**config.mk**
```make
export PLATFORM = sky130hd
export DESIGN_NAME = stable_priority_queue_top
export DESIGN_NICKNAME = d
export VERILOG_FILES = /design/src/sv/spq_pkg.sv /design/src/sv/spq_cell.sv /design/src/sv/stable_priority_queue_top.sv
export SDC_FILE = /design/constraint.sdc
export NUM_CORES = 2
export LEC_CHECK = 0
export ABC_AREA = 1
export BUFFER_PORTS_ARGS = -buffer_cell sky130_fd_sc_hd__buf_2
export CAP_MARGIN = 20
export CELL_PAD_IN_SITES_DETAIL_PLACEMENT = 0
export CELL_PAD_IN_SITES_GLOBAL_PLACEMENT = 1
export CORE_AREA = 2 2 367 369
export CTS_CLUSTER_DIAMETER = 40
export CTS_CLUSTER_SIZE = 16
export DETAILED_ROUTE_END_ITERATION = 12
export DIE_AREA = 0 0 369 371
export HOLD_SLACK_MARGIN = 0.06
export PLACE_DENSITY = 0.86
export SKIP_CTS_REPAIR_TIMING = 1
export SLEW_MARGIN = 0
export SYNTH_ARGS = -nofsm -noshare
export SYNTH_HDL_FRONTEND = slang
export SYNTH_SLANG_ARGS = --single-unit
```
**constraint.sdc**
```tcl
create_clock -name i_clk -period 8.6 [get_ports i_clk]
set_input_delay 2.15 -clock i_clk [delete_from_list [all_inputs] [get_ports i_clk]]
set_output_delay 2.15 -clock i_clk [all_outputs]
set_load 0.02 [all_outputs]
```
**src/sv/spq_pkg.sv**
```systemverilog
`timescale 1ns / 1ps
`default_nettype none
// Package for the stable priority queue.
// Holds command and status codes, level width and the cell control struct.
package spq_pkg;

    localparam int LEVEL_BITS  = 3;
    localparam int CMD_BITS    = 2;
    localparam int STATUS_BITS = 3;
    localparam int HEAD_BITS   = 16;
    localparam int ENTRY_BITS  = 16;
    localparam int OCC_BITS    = 7;

    typedef enum logic [CMD_BITS-1:0] {
        CMD_PUSH = 2'd0,
        CMD_POP  = 2'd1,
        CMD_PEEK = 2'd2
    } t_cmd;

    typedef enum logic [STATUS_BITS-1:0] {
        ST_PUSHED = 3'd0,
        ST_POPPED = 3'd1,
        ST_PEEKED = 3'd2,
        ST_EMPTY  = 3'd3,
        ST_FULL   = 3'd4
    } t_status;

    typedef struct packed {
        logic                  push;
        logic                  pop;
        logic [LEVEL_BITS-1:0] new_level;
    } t_cell_ctl;

endpackage
`default_nettype wire

```
**src/sv/spq_cell.sv**
```systemverilog
`timescale 1ns / 1ps
`default_nettype none
// One slot of the shift-insert chain: holds a tag and a level.
// Depends on spq_pkg for the control struct and level width.
module spq_cell #(
    parameter int TAG_BITS = 16
) (
    input  wire                           i_clk,
    input  wire spq_pkg::t_cell_ctl       i_ctl,
    input  wire [TAG_BITS-1:0]            i_new_tag,
    input  wire                           i_occ,
    input  wire                           i_left_ge,
    input  wire [TAG_BITS-1:0]            i_left_tag,
    input  wire [spq_pkg::LEVEL_BITS-1:0] i_left_level,
    input  wire [TAG_BITS-1:0]            i_right_tag,
    input  wire [spq_pkg::LEVEL_BITS-1:0] i_right_level,
    output logic [TAG_BITS-1:0]           o_tag,
    output logic [spq_pkg::LEVEL_BITS-1:0] o_level,
    output logic                          o_ge
);

    logic [TAG_BITS-1:0]            r_tag;
    logic [spq_pkg::LEVEL_BITS-1:0] r_level;
    logic [TAG_BITS-1:0]            n_tag;
    logic [spq_pkg::LEVEL_BITS-1:0] n_level;

    assign o_ge    = i_occ && (r_level >= i_ctl.new_level);
    assign o_tag   = r_tag;
    assign o_level = r_level;

    always_comb begin
        n_tag   = r_tag;
        n_level = r_level;
        if (i_ctl.push) begin
            if (!o_ge) begin
                if (i_left_ge) begin
                    n_tag   = i_new_tag;
                    n_level = i_ctl.new_level;
                end else begin
                    n_tag   = i_left_tag;
                    n_level = i_left_level;
                end
            end
        end else if (i_ctl.pop) begin
            n_tag   = i_right_tag;
            n_level = i_right_level;
        end
    end

    always_ff @(posedge i_clk) begin
        r_tag   <= n_tag;
        r_level <= n_level;
    end

endmodule
`default_nettype wire

```
**src/sv/stable_priority_queue_top.sv**
```systemverilog
`timescale 1ns / 1ps
`default_nettype none
// Stable priority queue: higher level first, equal levels in arrival order.
// Built from a chain of spq_cell slots; depends on spq_pkg.
//
// One command is taken per clock while o_in_stall is low; its result is
// registered in the output register at the input transfer, and a new
// command is taken in the same cycle that the waiting result is taken.
// Every slot compares its own level with the arriving one and shifts by
// itself, so cost does not grow with occupancy. A push to a full queue
// reports full, a pop or peek on an empty queue empty; code 3 acts as peek.
module stable_priority_queue_top #(
    parameter int CAPACITY = 64,
    parameter int TAG_BITS = 16
) (
    input  wire                             i_clk,
    input  wire                             i_rst_n,
    input  wire                             i_in_valid,
    output logic                            o_in_stall,
    input  wire [spq_pkg::CMD_BITS-1:0]     i_cmd,
    input  wire [spq_pkg::ENTRY_BITS-1:0]   i_entry_tag,
    input  wire [spq_pkg::LEVEL_BITS-1:0]   i_priority_level,
    output logic                            o_out_valid,
    input  wire                             i_out_stall,
    output logic [spq_pkg::STATUS_BITS-1:0] o_status,
    output logic [spq_pkg::HEAD_BITS-1:0]   o_head_tag,
    output logic [spq_pkg::OCC_BITS-1:0]    o_occupancy
);

    localparam int CW = $clog2(CAPACITY + 1);

    logic [CW-1:0]                  r_count;
    logic [CW-1:0]                  n_count;
    logic                           r_out_valid;
    spq_pkg::t_status               r_status;
    spq_pkg::t_status               n_status;
    logic [spq_pkg::HEAD_BITS-1:0]  r_head_tag;
    logic [spq_pkg::HEAD_BITS-1:0]  n_head_tag;
    logic [spq_pkg::OCC_BITS-1:0]   r_occ;

    logic                           xfer_in;
    logic                           q_full;
    logic                           q_empty;
    logic [TAG_BITS-1:0]            new_tag;
    spq_pkg::t_cell_ctl             cell_ctl;

    logic [TAG_BITS-1:0]            cell_tag   [CAPACITY];
    logic [spq_pkg::LEVEL_BITS-1:0] cell_level [CAPACITY];
    logic                           cell_ge    [CAPACITY];

    assign o_in_stall = r_out_valid && i_out_stall;
    assign xfer_in    = i_in_valid && !o_in_stall;
    assign q_full     = (r_count == CW'(CAPACITY));
    assign q_empty    = (r_count == '0);
    assign new_tag    = TAG_BITS'(i_entry_tag);

    always_comb begin
        cell_ctl.push      = 1'b0;
        cell_ctl.pop       = 1'b0;
        cell_ctl.new_level = i_priority_level;
        n_count            = r_count;
        n_head_tag         = '0;
        n_status           = spq_pkg::ST_EMPTY;
        unique case (spq_pkg::t_cmd'(i_cmd))
            spq_pkg::CMD_PUSH: begin
                if (q_full) begin
                    n_status = spq_pkg::ST_FULL;
                end else begin
                    n_status      = spq_pkg::ST_PUSHED;
                    cell_ctl.push = xfer_in;
                    n_count       = r_count + CW'(1);
                end
            end
            spq_pkg::CMD_POP: begin
                if (!q_empty) begin
                    n_status     = spq_pkg::ST_POPPED;
                    n_head_tag   = spq_pkg::HEAD_BITS'(cell_tag[0]);
                    cell_ctl.pop = xfer_in;
                    n_count      = r_count - CW'(1);
                end
            end
            default: begin
                if (!q_empty) begin
                    n_status   = spq_pkg::ST_PEEKED;
                    n_head_tag = spq_pkg::HEAD_BITS'(cell_tag[0]);
                end
            end
        endcase
    end

    for (genvar g = 0; g < CAPACITY; g++) begin : g_cell
        logic                           occ;
        logic                           left_ge;
        logic [TAG_BITS-1:0]            left_tag;
        logic [spq_pkg::LEVEL_BITS-1:0] left_level;
        logic [TAG_BITS-1:0]            right_tag;
        logic [spq_pkg::LEVEL_BITS-1:0] right_level;

        assign occ = (CW'(g) < r_count);

        if (g == 0) begin : g_head
            assign left_ge    = 1'b1;
            assign left_tag   = new_tag;
            assign left_level = i_priority_level;
        end else begin : g_body
            assign left_ge    = cell_ge[g-1];
            assign left_tag   = cell_tag[g-1];
            assign left_level = cell_level[g-1];
        end

        if (g == CAPACITY - 1) begin : g_tail
            assign right_tag   = cell_tag[g];
            assign right_level = cell_level[g];
        end else begin : g_inner
            assign right_tag   = cell_tag[g+1];
            assign right_level = cell_level[g+1];
        end

        spq_cell #(
            .TAG_BITS(TAG_BITS)
        ) u_cell (
            .i_clk        (i_clk),
            .i_ctl        (cell_ctl),
            .i_new_tag    (new_tag),
            .i_occ        (occ),
            .i_left_ge    (left_ge),
            .i_left_tag   (left_tag),
            .i_left_level (left_level),
            .i_right_tag  (right_tag),
            .i_right_level(right_level),
            .o_tag        (cell_tag[g]),
            .o_level      (cell_level[g]),
            .o_ge         (cell_ge[g])
        );
    end

    always_ff @(posedge i_clk) begin
        if (!i_rst_n) begin
            r_count     <= '0;
            r_out_valid <= 1'b0;
        end else begin
            if (xfer_in) begin
                r_count     <= n_count;
                r_out_valid <= 1'b1;
            end else if (!i_out_stall) begin
                r_out_valid <= 1'b0;
            end
        end
    end

    always_ff @(posedge i_clk) begin
        if (xfer_in) begin
            r_status   <= n_status;
            r_head_tag <= n_head_tag;
            r_occ      <= spq_pkg::OCC_BITS'(n_count);
        end
    end

    assign o_out_valid = r_out_valid;
    assign o_status    = r_status;
    assign o_head_tag  = r_head_tag;
    assign o_occupancy = r_occ;

endmodule
`default_nettype wire
```
==> metrics.txt <==
die footprint=137000 um2; Yosys top cell by area=edfxtp_1; CTS tree=done; leak pwr=37.3 nW; Worst VDD drop=0.000180 V; total design power=18.7 mW; via-per-instance ratio=5.90; post-route cell area=78400 um2; sequential area share after synthesis=0.534; TritonCTS buffer count=196; Setup TNS=0 ns; Flop pwr share=0.406; grt ovf=0; type of origin of the critical path=primary input; first-pass GRT wire length=369000 um; number of global-route vias before repair=58100; Highest Clock Rate=180 MHz; largest family of logic cells by synthesized area=simple AND/OR/NAND/NOR gates; Slew HR=0.221; clk_lat worst skew=0.82 ns; Routed WL per cell=24.0 um; post-synth net total=8960; WP data arrival=5.99 ns; Pint=13.3 mW; CTS root buffer=clkbuf_16; die width=369 um; Worst-Margin Slew=1.17 ns; largest net degree at the start of global routing=215; Post-Synth Simple-Gate Area=0.253; mux cell area share after synthesis=0; Avg Inst Size Synth=8.03 um2; CTS clk-pin slew, worst paths=0.06 ns; most frequent cells in the layout=nand2_1 (4393), edfxtp_1 (1242), o21ai_0 (893); unique cell type count in the Yosys netlist=27; FILL cells=12200; Post-Place Cell Area=71300 um2; Final Non-Filler Cells=10500; Power Dens Cells=239 nW/um2; initial antenna violation count=25; Critical Path Sink Type=register; synthesized area=70200 um2; min-delay worst type=reg2reg; min Tclk post-route=5.56 ns; run status=finished clean; Synth Area in Adders=0.0350; fin. max-slew vios=0; vias=62100; Placement Rows=134; FF+latch count, synth=1250; final period utilization=0.647; CP Max Fanout=89; largest cells by area after synthesis=edfxtp_1 (53%), nand2_1 (24%), o21ai_0 (6.4%); port bufs=52; Core Region=133000 um2; Total Routing Usage GR=0.362; placed cell count=10100; commonest non-fill, non-tap cell in the layout=nand2_1; clock power share=0.448; # DRC=0; htree depth=4; Sw Ratio=0.291; area grow syn2layout=11.7%; final net count=8763; Post-Route WL=253000 um; clk buf depth=3; share of cells above drive strength 1=0.0678; Gate Count Post-Synth=8739; Syn. warnings=0; Compound-Gate Fraction of Synth Area=0.110; Final HPWL DP=162000 um; Worst Skew=0.0309 ns; Synth top area share=0.532; RSZ-0062 raised after global routing=false; Psw=5.44 mW; combinational fraction of design power=0.147; Final Hold Fails=0; DR pass1 iterations=6; starting density of the core=0.528; gp weighted congestion=0.989; worst endpoint required time=9.03 ns; DR iter-0 viols=8848; MaxCap Viol Count=0; clock sinks=1250; io pins=53; die height=371 um; post-synthesis xor/xnor area fraction=0.000125; Crit Path Class=in2reg; Setup-failing EPs final=0; Final ANT Viol Nets=0
[critical path, stage by stage]
cell	delay [ns]
buf_2	0.10
nand2_1	0.10
nand2_1	0.39
inv_2	0.76
nand3_4	0.25
inv_8	0.37
buf_12	0.40
nand2_1	0.51
nand2_1	0.82
[flip-flops by register name, indices dropped and copies added (netlist names)]
name / count
o_head_tag: 16
o_status: 3
o_out_valid: 1
g_cell.u_cell.o_level: 192
o_occupancy: 7
r_count: 7
g_cell.u_cell.o_tag: 1024
[cells in the mapped netlist]
cell         n
nand2_1   4411
edfxtp_1  1242
o21ai_0    894
inv_1      549
a21oi_1    319
clkbuf_1   297
buf_2      292
ha_1       196
nand3_1    163
o22ai_1    150
o211ai_1    56
o21ai_1     52
nor2_1      51
nand3b_1    15
buf_1       12
inv_2        9
dfxtp_1      8
nor2_2       6
buf_4        4
nand4_1      4
buf_6        2
nand2_2      2
a21oi_2      1
clkinv_1     1
nand3_2      1
or2_2        1
xor2_1       1
[area by class of cell]
type | instances | area (um2) | share of cell area
Antenna cell | 39 | 97.6 | 0.00124
Clock buffer | 229 | 5210 | 0.0664
Clock inverter | 144 | 1710 | 0.0218
Inverter | 559 | 2110 | 0.0269
Multi-Input combinational cell | 6323 | 28000 | 0.357
Sequential cell | 1250 | 37500 | 0.478
Tap cell | 1768 | 2210 | 0.0282
Timing Repair Buffer | 212 | 1610 | 0.0205
[power groups by stage]
stage / clock network (mW) / registers [mW] / logic, mW
detailed placement: 0 / 7.69 / 2.65
global placement: 0 / 7.69 / 2.60
finish: 8.38 / 7.59 / 2.74
global route: 8.66 / 7.61 / 3.03
CTS: 8.40 / 7.57 / 2.67
floorplan: 0 / 7.56 / 1.84
[stage by stage]
stage / setup WS (ns) / hold slack (ns) / util
after floorplan: 2.28 / 0.494 / -
after global placement: 2.49 / 0.504 / 0.537
after detailed placement: 2.32 / 0.512 / 0.537
after CTS: 3.18 / 0.512 / 0.589
after global routing: 2.85 / 0.548 / 0.590
final: 3.04 / 0.516 / 0.590
[kinds of logic after synthesis]
| kind of cell | Yosys count |
|---|---|
| xor gates and xnor gates | 1 |
| DFF | 1250 |
| AOI/OAI and AO/OA | 1472 |
| buffers and inverters | 1166 |
| adders and majority gates | 196 |
| and+or+nand+nor | 4654 |
[final timing paths]
kind	slack, ns	endpoint	startpoint	cells past startpoint
max	3.04	g_cell[58].u_cell.o_tag[1]	i_out_stall	9
min	0.52	g_cell[62].u_cell.o_tag[15]	g_cell[63].u_cell.o_tag[15]	2
max reg2reg	4.17	g_cell[58].u_cell.o_tag[1]	o_out_valid	8
min reg2reg	0.52	g_cell[62].u_cell.o_tag[15]	g_cell[63].u_cell.o_tag[15]	2
[per-layer routing]
metal / wire length, um / part of all wire / vias to the layer above / GRT usage
met3: 30400 / 0.12 / 791 / 0.102
met4: 16000 / 0.063 / 16 / 0.223
met2: 112000 / 0.44 / 3704 / 0.549
met1: 94400 / 0.37 / 29200 / 0.461
met5: 96 / 0.00038 / - / 0
li1: - / - / 28400 / -
Power figures use the tool's default switching activity.
